$ cat config.mk
export PLATFORM = sky130hd
export DESIGN_NAME = actuator_reset_sequencer_top
export DESIGN_NICKNAME = d
export VERILOG_FILES = /design/src/ars_pkg.sv /design/src/ars_core.sv /design/src/actuator_reset_sequencer_top.sv
export SDC_FILE = /design/constraint.sdc
export NUM_CORES = 1
export LEC_CHECK = 0
export ABC_AREA = 0
export CAP_MARGIN = 15
export CORE_UTILIZATION = 55
export DETAILED_ROUTE_END_ITERATION = 10
export DONT_BUFFER_PORTS = 1
export PLACE_DENSITY = 0.7
export SYNTH_ARGS = -nofsm -noshare
export SYNTH_HDL_FRONTEND = slang
export SYNTH_SLANG_ARGS = --single-unit
$ cat constraint.sdc
create_clock -name clk -period 4.15 [get_ports clk]
set_clock_uncertainty 0.05 [all_clocks]
set_input_delay 0.415 -clock clk [delete_from_list [all_inputs] [get_ports clk]]
set_output_delay 0.415 -clock clk [all_outputs]
set_load 0.005 [all_outputs]
$ cat src/ars_pkg.sv
// ----------------------------------------------------------------------------
// ars_pkg
// Types and constants shared by the actuator reset sequencer modules.
// ----------------------------------------------------------------------------
`default_nettype none

package ars_pkg;

    // Field widths
    localparam int SENSE_W  = 10;
    localparam int SETTLE_W = 10;
    localparam int HOLD_W   = 8;
    localparam int QUIET_W  = 8;
    localparam int DUTY_W   = 8;
    localparam int MS_W     = 10;
    localparam int LEG_W    = 2;

    // Reset values of the configuration registers
    localparam logic [SETTLE_W-1:0] SETTLE_RESET = 10'd100;
    localparam logic [HOLD_W-1:0]   HOLD_RESET   = 8'd2;
    localparam logic [QUIET_W-1:0]  QUIET_RESET  = 8'd10;
    localparam logic [SENSE_W-1:0]  THRESH_RESET = 10'd0;

    // Duty levels
    localparam logic [DUTY_W-1:0] DUTY_FULL    = 8'd255;
    localparam logic [DUTY_W-1:0] DUTY_TOP     = 8'd254;
    localparam logic [DUTY_W-1:0] DUTY_LOW     = 8'd1;

    // Travel legs
    localparam logic [LEG_W-1:0] LEG_NONE   = 2'd0;
    localparam logic [LEG_W-1:0] LEG_FIRST  = 2'd1;
    localparam logic [LEG_W-1:0] LEG_SECOND = 2'd2;
    localparam logic [LEG_W-1:0] LEG_THIRD  = 2'd3;

    // Configuration register indexes
    typedef enum logic [1:0] {
        REG_SETTLE_MS      = 2'd0,
        REG_RAMP_STEP_MS   = 2'd1,
        REG_QUIET_SAMPLES  = 2'd2,
        REG_ZERO_THRESHOLD = 2'd3
    } cfg_index_t;

    localparam int CFG_DATA_W = 10;

    // Sequencer steps
    typedef enum logic [2:0] {
        ST_IDLE   = 3'd0,
        ST_INIT   = 3'd1,
        ST_SETTLE = 3'd2,
        ST_UP     = 3'd3,
        ST_QUIET  = 3'd4,
        ST_DOWN   = 3'd5
    } step_t;

    // One controller tick
    typedef struct packed {
        logic               start_req;
        logic               ms_tick;
        logic [SENSE_W-1:0] sense_value;
    } tick_t;

    // One status result
    typedef struct packed {
        logic [DUTY_W-1:0] pwm_duty;
        logic              drive_forward;
        logic              drive_back;
        logic              busy_res;
        logic              done_res;
        logic [LEG_W-1:0]  leg_number;
    } stat_t;

    // Configuration register set
    typedef struct packed {
        logic [SETTLE_W-1:0] settle_ms;
        logic [HOLD_W-1:0]   ramp_step_ms;
        logic [QUIET_W-1:0]  quiet_samples;
        logic [SENSE_W-1:0]  zero_threshold;
    } cfg_t;

endpackage

`default_nettype wire

$ cat src/ars_core.sv
// ----------------------------------------------------------------------------
// ars_core
// Sequencer state and one-pass next-state logic; the registers advance on
// each accepted tick and the status for that tick is presented alongside.
// ----------------------------------------------------------------------------
`default_nettype none

module ars_core #(
    parameter int SENSE_BITS = 10
) (
    input  wire            clk,
    input  wire            rst_n,
    input  wire            advance,
    input  ars_pkg::tick_t tick,
    input  ars_pkg::cfg_t  cfg,
    output ars_pkg::stat_t stat
);
    import ars_pkg::*;

    localparam int USED_BITS = (SENSE_BITS < SENSE_W) ? SENSE_BITS : SENSE_W;

    step_t               step_reg,  step_next;
    logic [LEG_W-1:0]    leg_reg,   leg_next;
    logic [DUTY_W-1:0]   duty_reg,  duty_next;
    logic [MS_W-1:0]     ms_reg,    ms_next;
    logic [QUIET_W-1:0]  quiet_reg, quiet_next;
    logic                fwd_reg,   fwd_next;
    logic                back_reg,  back_next;
    logic                done;

    logic [SENSE_W-1:0]  sense_used;
    logic [SETTLE_W-1:0] settle_eff;
    logic [HOLD_W-1:0]   hold_eff;
    logic [QUIET_W-1:0]  need_eff;
    logic [MS_W-1:0]     wait_len;
    logic [MS_W-1:0]     ms_inc;
    logic                wait_hit;
    logic [QUIET_W-1:0]  quiet_inc;

    // Mask the sense sample to the converter width
    always_comb
    begin
        sense_used = '0;
        sense_used[USED_BITS-1:0] = tick.sense_value[USED_BITS-1:0];
    end

    // Treat zero lengths as one
    assign settle_eff = (cfg.settle_ms == '0) ? SETTLE_W'(1) : cfg.settle_ms;
    assign hold_eff   = (cfg.ramp_step_ms == '0) ? HOLD_W'(1) : cfg.ramp_step_ms;
    assign need_eff   = (cfg.quiet_samples == '0) ? QUIET_W'(1) : cfg.quiet_samples;

    // Millisecond wait: count a strobe, end when the count reaches the length
    assign wait_len  = ((step_reg == ST_UP) || (step_reg == ST_DOWN))
                       ? MS_W'(hold_eff) : MS_W'(settle_eff);
    assign ms_inc    = ms_reg + MS_W'(1);
    assign wait_hit  = tick.ms_tick && (ms_inc >= wait_len);
    assign quiet_inc = quiet_reg + QUIET_W'(1);

    // Next state for one tick
    always_comb
    begin
        step_next  = step_reg;
        leg_next   = leg_reg;
        duty_next  = duty_reg;
        ms_next    = ms_reg;
        quiet_next = quiet_reg;
        fwd_next   = fwd_reg;
        back_next  = back_reg;
        done       = 1'b0;

        // advance the wait counter in the timed steps
        if ((step_reg == ST_INIT) || (step_reg == ST_SETTLE) ||
            (step_reg == ST_UP) || (step_reg == ST_DOWN))
        begin
            if (wait_hit)
                ms_next = '0;
            else if (tick.ms_tick)
                ms_next = ms_inc;
        end

        unique case (step_reg)
            ST_IDLE:
            begin
                if (tick.start_req)
                begin
                    fwd_next   = 1'b0;
                    back_next  = 1'b0;
                    duty_next  = '0;
                    ms_next    = '0;
                    quiet_next = '0;
                    leg_next   = LEG_NONE;
                    step_next  = ST_INIT;
                end
            end
            ST_INIT:
            begin
                if (wait_hit)
                begin
                    leg_next  = LEG_FIRST;
                    fwd_next  = 1'b0;
                    back_next = 1'b1;
                    duty_next = '0;
                    step_next = ST_SETTLE;
                end
            end
            ST_SETTLE:
            begin
                if (wait_hit)
                begin
                    duty_next = '0;
                    step_next = ST_UP;
                end
            end
            ST_UP:
            begin
                if (wait_hit)
                begin
                    if (duty_reg >= DUTY_TOP)
                    begin
                        duty_next  = DUTY_FULL;
                        quiet_next = '0;
                        step_next  = ST_QUIET;
                    end
                    else
                    begin
                        duty_next = duty_reg + DUTY_W'(1);
                    end
                end
            end
            ST_QUIET:
            begin
                if (sense_used <= cfg.zero_threshold)
                begin
                    if (quiet_inc >= need_eff)
                    begin
                        quiet_next = '0;
                        duty_next  = DUTY_FULL;
                        ms_next    = '0;
                        step_next  = ST_DOWN;
                    end
                    else
                    begin
                        quiet_next = quiet_inc;
                    end
                end
                else
                begin
                    quiet_next = '0;
                end
            end
            ST_DOWN:
            begin
                if (wait_hit)
                begin
                    if (duty_reg <= DUTY_LOW)
                    begin
                        duty_next = '0;
                        if (leg_reg == LEG_FIRST)
                        begin
                            leg_next  = LEG_SECOND;
                            fwd_next  = 1'b1;
                            back_next = 1'b0;
                            step_next = ST_SETTLE;
                        end
                        else if (leg_reg == LEG_SECOND)
                        begin
                            leg_next  = LEG_THIRD;
                            fwd_next  = 1'b0;
                            back_next = 1'b1;
                            step_next = ST_SETTLE;
                        end
                        else
                        begin
                            done      = 1'b1;
                            leg_next  = LEG_NONE;
                            step_next = ST_IDLE;
                        end
                    end
                    else
                    begin
                        duty_next = duty_reg - DUTY_W'(1);
                    end
                end
            end
            default:
            begin
                step_next = ST_IDLE;
                leg_next  = LEG_NONE;
                ms_next   = '0;
            end
        endcase
    end

    // Hold state between ticks, advance on each accepted request
    always_ff @(posedge clk or negedge rst_n)
    begin
        if (!rst_n)
        begin
            step_reg  <= ST_IDLE;
            leg_reg   <= LEG_NONE;
            duty_reg  <= '0;
            ms_reg    <= '0;
            quiet_reg <= '0;
            fwd_reg   <= 1'b0;
            back_reg  <= 1'b0;
        end
        else if (advance)
        begin
            step_reg  <= step_next;
            leg_reg   <= leg_next;
            duty_reg  <= duty_next;
            ms_reg    <= ms_next;
            quiet_reg <= quiet_next;
            fwd_reg   <= fwd_next;
            back_reg  <= back_next;
        end
    end

    // Status after this tick
    always_comb
    begin
        stat.pwm_duty      = duty_next;
        stat.drive_forward = fwd_next;
        stat.drive_back    = back_next;
        stat.busy_res      = (step_next != ST_IDLE);
        stat.done_res      = done;
        stat.leg_number    = leg_next;
    end

endmodule

`default_nettype wire

$ cat src/actuator_reset_sequencer_top.sv
// ----------------------------------------------------------------------------
// actuator_reset_sequencer_top
// Runs the back / forward / back reset travel of an actuator from controller
// ticks and reports drive levels and duty for every tick.
// ----------------------------------------------------------------------------
// Every accepted tick request yields exactly one status request, presented
// from a result register on the clock after acceptance. The block takes one
// tick per clock: the sequencer step is a single pass of logic between the
// state registers and the result register, and tick_stall rises only while
// a finished status is held by stat_stall. Configuration writes are never
// held off (cfg_ready is always high) and should be made while no tick is
// in flight.
`default_nettype none

module actuator_reset_sequencer_top #(
    parameter int SENSE_BITS = 10
) (
    input  wire                                clk,
    input  wire                                rst_n,
    input  wire                                tick_valid,
    output logic                               tick_stall,
    input  ars_pkg::tick_t                     tick_data,
    output logic                               stat_valid,
    input  wire                                stat_stall,
    output ars_pkg::stat_t                     stat_data,
    input  wire                                cfg_valid,
    output logic                               cfg_ready,
    input  ars_pkg::cfg_index_t                cfg_index,
    input  wire [ars_pkg::CFG_DATA_W-1:0]      cfg_data
);
    import ars_pkg::*;

    cfg_t  cfg_reg;
    stat_t stat_calc;
    stat_t stat_reg;
    logic  stat_valid_reg;
    logic  accept;

    // Take a tick whenever the result register is free or draining
    assign tick_stall = stat_valid_reg && stat_stall;
    assign accept     = tick_valid && !tick_stall;
    assign cfg_ready  = 1'b1;

    // Write configuration registers
    always_ff @(posedge clk or negedge rst_n)
    begin
        if (!rst_n)
        begin
            cfg_reg.settle_ms      <= SETTLE_RESET;
            cfg_reg.ramp_step_ms   <= HOLD_RESET;
            cfg_reg.quiet_samples  <= QUIET_RESET;
            cfg_reg.zero_threshold <= THRESH_RESET;
        end
        else if (cfg_valid && cfg_ready)
        begin
            unique case (cfg_index)
                REG_SETTLE_MS:      cfg_reg.settle_ms      <= cfg_data[SETTLE_W-1:0];
                REG_RAMP_STEP_MS:   cfg_reg.ramp_step_ms   <= cfg_data[HOLD_W-1:0];
                REG_QUIET_SAMPLES:  cfg_reg.quiet_samples  <= cfg_data[QUIET_W-1:0];
                REG_ZERO_THRESHOLD: cfg_reg.zero_threshold <= cfg_data[SENSE_W-1:0];
                default:            cfg_reg                <= cfg_reg;
            endcase
        end
    end

    ars_core #(
        .SENSE_BITS (SENSE_BITS)
    ) u_core (
        .clk     (clk),
        .rst_n   (rst_n),
        .advance (accept),
        .tick    (tick_data),
        .cfg     (cfg_reg),
        .stat    (stat_calc)
    );

    // Hold the result until it is taken
    always_ff @(posedge clk or negedge rst_n)
    begin
        if (!rst_n)
            stat_valid_reg <= 1'b0;
        else if (accept)
            stat_valid_reg <= 1'b1;
        else if (!stat_stall)
            stat_valid_reg <= 1'b0;
    end

    always_ff @(posedge clk)
    begin
        if (accept)
            stat_reg <= stat_calc;
    end

    assign stat_valid = stat_valid_reg;
    assign stat_data  = stat_reg;

endmodule

`default_nettype wire

# Word level (Yosys, flattened, before mapping)
# Cells that the tools add are included.
# word_totals
register_bits	84
inputBits	29
wordCells	130
# op_classes
addsub	4
magnitude_cmp	5
n_eq_ne	14
n_mux	62
bitwise_logic	3
n_reduce_logical	24
# ops
op	n
$mux 8	15
$mux 10	8
$pmux 8 s5	1
$mux 3	10
$pmux 10 s3	1
$pmux 8 s3	1
$pmux 3 s6	1
$add 8x1->8 const B	2
$logic_not 8->1	2
$mux 1	15
$mux 2	7
$add 10x1->10 const B	1
$ge 10x10->1	1
$le 10x10->1	1
$logic_not 10->1	1
$ge 8x8->1	1
$ge 8x8->1 const B	1
$le 8x1->1 const B	1
$pmux 2 s4	1
$reduce_and 2->1	4
$reduce_or 4->1	2
$sub 8x1->8 const B	1
$eq 2x2->1 const B	3
$eq 3x2->1 const B	2
other kinds (16)	29

# Longest topological paths before layout
# logic_depth
word_depth	10
mapped_depth	16
mapped_depth_nobuf	13

# Modules after synthesis
# From an unflattened synthesis, not the netlist that was laid out.
# unflattened
hier_cells	557
area_unflattened_um2	5437.7
# modules_own_cells
module	instances	cells_each	area_each_um2	seq_area_each_um2
ars_core	1	460	3592.2	825.8
actuator_reset_sequencer_top	1	97	1845.5	1353.8

# Worst setup path after synthesis
# Ideal clock, no wire load.
# synth_timing
path_kind	register -> register
start	reg u_core.step_reg[2]
end	reg stat_reg (netlist bit stat_data[9]) (data pin)
setup_time_ns	0.263
arrival_ns	3.235
path_slack_ns	0.602
path_stages_with_launch	15
n_path_buf	3
synth_period_minus_slack_ns	3.548
path_cell_list	dfrtp_1 > clkbuf_1 > nand2_1 > clkbuf_1 > nand2_1 > mux2i_1 > ha_1 > a21oi_1 > nand2_1 > a31o_2 > clkbuf_1 > o211ai_1 > mux2_2 > a221oi_2 > nand2_1
# synth_rtl
item	line	text
from (decl)	ars_core.sv:22	step_t step_reg, step_next;
from (signal assigned)	ars_core.sv:209	step_reg <= step_next;
to (signal assigned)	actuator_reset_sequencer_top.sv:91	stat_reg <= stat_calc;
to (decl)	actuator_reset_sequencer_top.sv:35	stat_t stat_reg;

==> results.json <==
{
  "final_common_cell": "dfrtp_1",
  "leakage_nw": 2.51,
  "num_antenna_cells": 0,
  "clock_sinks": 84,
  "cts_made_buffers": 9,
  "fin_tns_setup_ns": 0,
  "htree_levels": 3,
  "syn2layout_area_growth_pct": 6.46,
  "r2r_slack_ns": 0.39,
  "relSlewSlack": 0.562,
  "largest_reg_flops": 36,
  "synth_cell_types": 72,
  "cp-end-kind": "register",
  "routed_wl_mm": 12.9,
  "hold_depth": 1,
  "yosys_warnings": 0,
  "max_stage_delay_ns": 0.48,
  "path_depth": 12,
  "ys_seq_area_frac": 0.392,
  "ff_latch_area_mm2": 0.00218,
  "finalCritPeriodShare": 0.907,
  "pin_count": 46,
  "final_cells": 730,
  "p_sw_frac": 0.401,
  "vias": 4560,
  "rsz0062_at_grt": "false",
  "fmax_mhz": 266,
  "grt-ovfl-total": 0,
  "wl_per_cell_um": 17.7,
  "ys.flop_type": "dfrtp_1",
  "grt_start_max_net_pins": 71,
  "nFillCells": 860,
  "timing.critical_path.slowest_stage_cell": "nor2_1",
  "start_util": 0.568,
  "portBuffers": 0,
  "place_congestion": 0.949,
  "multi_input_comb_area_mm2": 0.00310,
  "p_int_w": 0.00168,
  "worst_slew_pin_slew_ns": 0.648,
  "fin_nets": 658,
  "share_comb_of_total_power": 0.379,
  "min_path_type": "input pin to register",
  "ctsResizeCount": 0,
  "route.detailed.drc": 0,
  "hold_viol": 0,
  "crit_buf_inv": 1,
  "synth-edff-count": 14,
  "crit_top_cell": "nand2_1",
  "grt_pass1_wl_mm": 21.8,
  "p_seq_frac": 0.412,
  "clk_pin_slew_ns": 0.09,
  "power_density_mw_per_mm2": 476,
  "drive_gt1_frac": 0.149,
  "cts_tree": "built",
  "grt_usage": 0.269,
  "antenna_found_initial": 0,
  "final_cell_mix": "64 x dfrtp_1, 57 x nand2_1, 42 x o21ai_0, 37 x mux2_2, 37 x ha_1",
  "routed_via_density": 6.25,
  "clk_latency_ns": 0.38,
  "post_cts.repair.setup_buffers": 0,
  "worstPathMaxFanout": 24,
  "syn-num-nets": 662,
  "fp.dieH_um": 103,
  "ys_ff_latch": 84,
  "finalMaxSlewViolations": 0,
  "die_w_um": 103,
  "grt_pass1_vias": 4413,
  "placedCellCount": 712,
  "cts_buffer_depth": 2,
  "firstDrtPassIters": 5,
  "cap_violations": 0,
  "ir_drop_mv": 0.246,
  "detail-route-antenna-nets": 0,
  "arrival_ns": 3.84,
  "worstSetupPathType": "register to register",
  "syn_area_mm2": 0.00556,
  "crit_family": "simple AND/OR/NAND/NOR gates",
  "die_area_mm2": 0.0105,
  "synth_async_sr_flop_share": 0.833,
  "num_rows": 36,
  "fin_crit_ns": 3.76,
  "power.switching_w": 0.00113,
  "syn_area_per_cell_um2": 9.32,
  "finalSetupViolations": 0,
  "startpoint_type": "register",
  "outcome": "complete, no violations",
  "hpwl_mm": 9.41,
  "syn_inst": 596,
  "clockPowerShare": 0.210,
  "cts_root_buf": "clkbuf_8",
  "crit_required_ns": 4.23,
  "crit_chain": "buf_4 -> nand3_1 -> nand2_1 -> mux2i_1 -> ha_1 -> a21oi_1 -> o21ai_0 -> a31o_2 -> nor2_1 -> o221ai_1 -> a211oi_1 -> nand2_1",
  "rr_worst_depth": 12,
  "drt_iter0_drc": 378,
  "core_region_area_mm2": 0.00977
}
==> power groups by stage <==
stage / Combinational [W] / Sequential, W / Clock (W)
after floorplan: 0.000838 / 0.00110 / 0
after global placement: 0.00101 / 0.00117 / 0
after detailed placement: 0.00103 / 0.00117 / 0
after CTS: 0.00106 / 0.00115 / 0.000598
after global routing: 0.00120 / 0.00118 / 0.000635
final: 0.00107 / 0.00116 / 0.000589
==> worst register-to-register path, cell delays in order, from the launching register on <==
cell and delay [ns]:
dfrtp_1 0.37, buf_4 0.26, nand3_1 0.24, nand2_1 0.37, mux2i_1 0.27, ha_1 0.27
a21oi_1 0.14, o21ai_0 0.10, a31o_2 0.32, nor2_1 0.49, o221ai_1 0.22, a211oi_1 0.33
nand2_1 0.09
==> through the flow <==
stage / cell area [µm²] / hold WS (ns) / util / total power, W / worst slack [ns]
2_1_floorplan: 5560 / 0.0694 / - / 0.00194 / 0.602
3_3_place_gp: 5680 / 0.0714 / 0.581 / 0.00217 / 0.531
3_5_place_dp: 5680 / 0.0714 / 0.581 / 0.00220 / 0.468
4_1_cts: 5910 / 0.0830 / 0.605 / 0.00281 / 0.447
5_1_grt: 5910 / 0.0803 / 0.605 / 0.00301 / 0.0453
6_report: 5910 / 0.0940 / 0.605 / 0.00281 / 0.388
==> per-layer routing <==
metal	part of all wire	track usage	wire length, µm	up-vias
li1	-	-	-	2168
met1	0.45	0.362	5830	2188
met2	0.46	0.432	5910	177
met3	0.069	0.0441	894	27
met4	0.024	0.114	306	0
met5	0	0	0	-
==> timing repair <==
action,in CTS,in global routing
endpoints found under the hold margin,70,0
hold buffers,2,0
setup endpoints to repair,0,0
==> final cells by class <==
type                            instances  area share
Inverter                               36      0.0228
Multi-Input combinational cell        445       0.524
Tap cell                              133      0.0281
Clock buffer                           11      0.0258
Sequential cell                        84       0.369
Timing Repair Buffer                   16      0.0241
Clock inverter                          5     0.00698
==> cell usage after synthesis, drive strengths merged, types with 4 or more instances <==
master   count  share of area
ha          37          0.083
nand3       16          0.014
xnor2       12          0.019
a221oi       5         0.0090
xor2         5         0.0079
dfrtp       64           0.29
a21oi       33          0.030
mux2        37          0.075
nor3        21          0.020
o2bb2ai      5         0.0079
inv         36          0.024
and2         5         0.0056
buf         12          0.013
mux2i        8          0.014
and3         7         0.0081
nand2b      11          0.012
or4          4         0.0068
o31ai        4         0.0054
o21ai       49          0.044
edfxtp      14          0.076
a211oi       7          0.010
nor4        13          0.020
o211ai       5         0.0068
nor2b        6         0.0068
nor2        34          0.023
a31oi        9          0.010
nand2       57          0.039
clkbuf      19          0.013
a21o         6         0.0081
dfstp        6          0.028
nand4        6         0.0068
==> worst paths after layout <==
| kind | from | end |
|---|---|---|
| worst max-delay path | u_core.step_reg[1] | stat_data[12] |
| worst min-delay path | tick_valid | stat_valid |
| worst min register to register | cfg_reg[8] | cfg_reg[8] |
| min in group asynchronous | rst_n | u_core.quiet_reg[5] |
| worst max register to register | u_core.step_reg[1] | stat_data[12] |
| max in group asynchronous | rst_n | cfg_reg[32] |
==> kinds of logic (layout without fill, tap and decap cells) <==
group,count (synthesis),in the layout,share of synthesized area
muxes,45,45,0.0894
buffers and inverters,67,68,0.0502
other,1,1,0.000675
and+or+nand+nor,193,193,0.180
adders and majority gates,37,37,0.0833
xor gates and xnor gates,17,17,0.0268
DFF,84,84,0.392
AOI/OAI and AO/OA,152,152,0.177
Note: power is estimated with default switching activity, not from simulation.
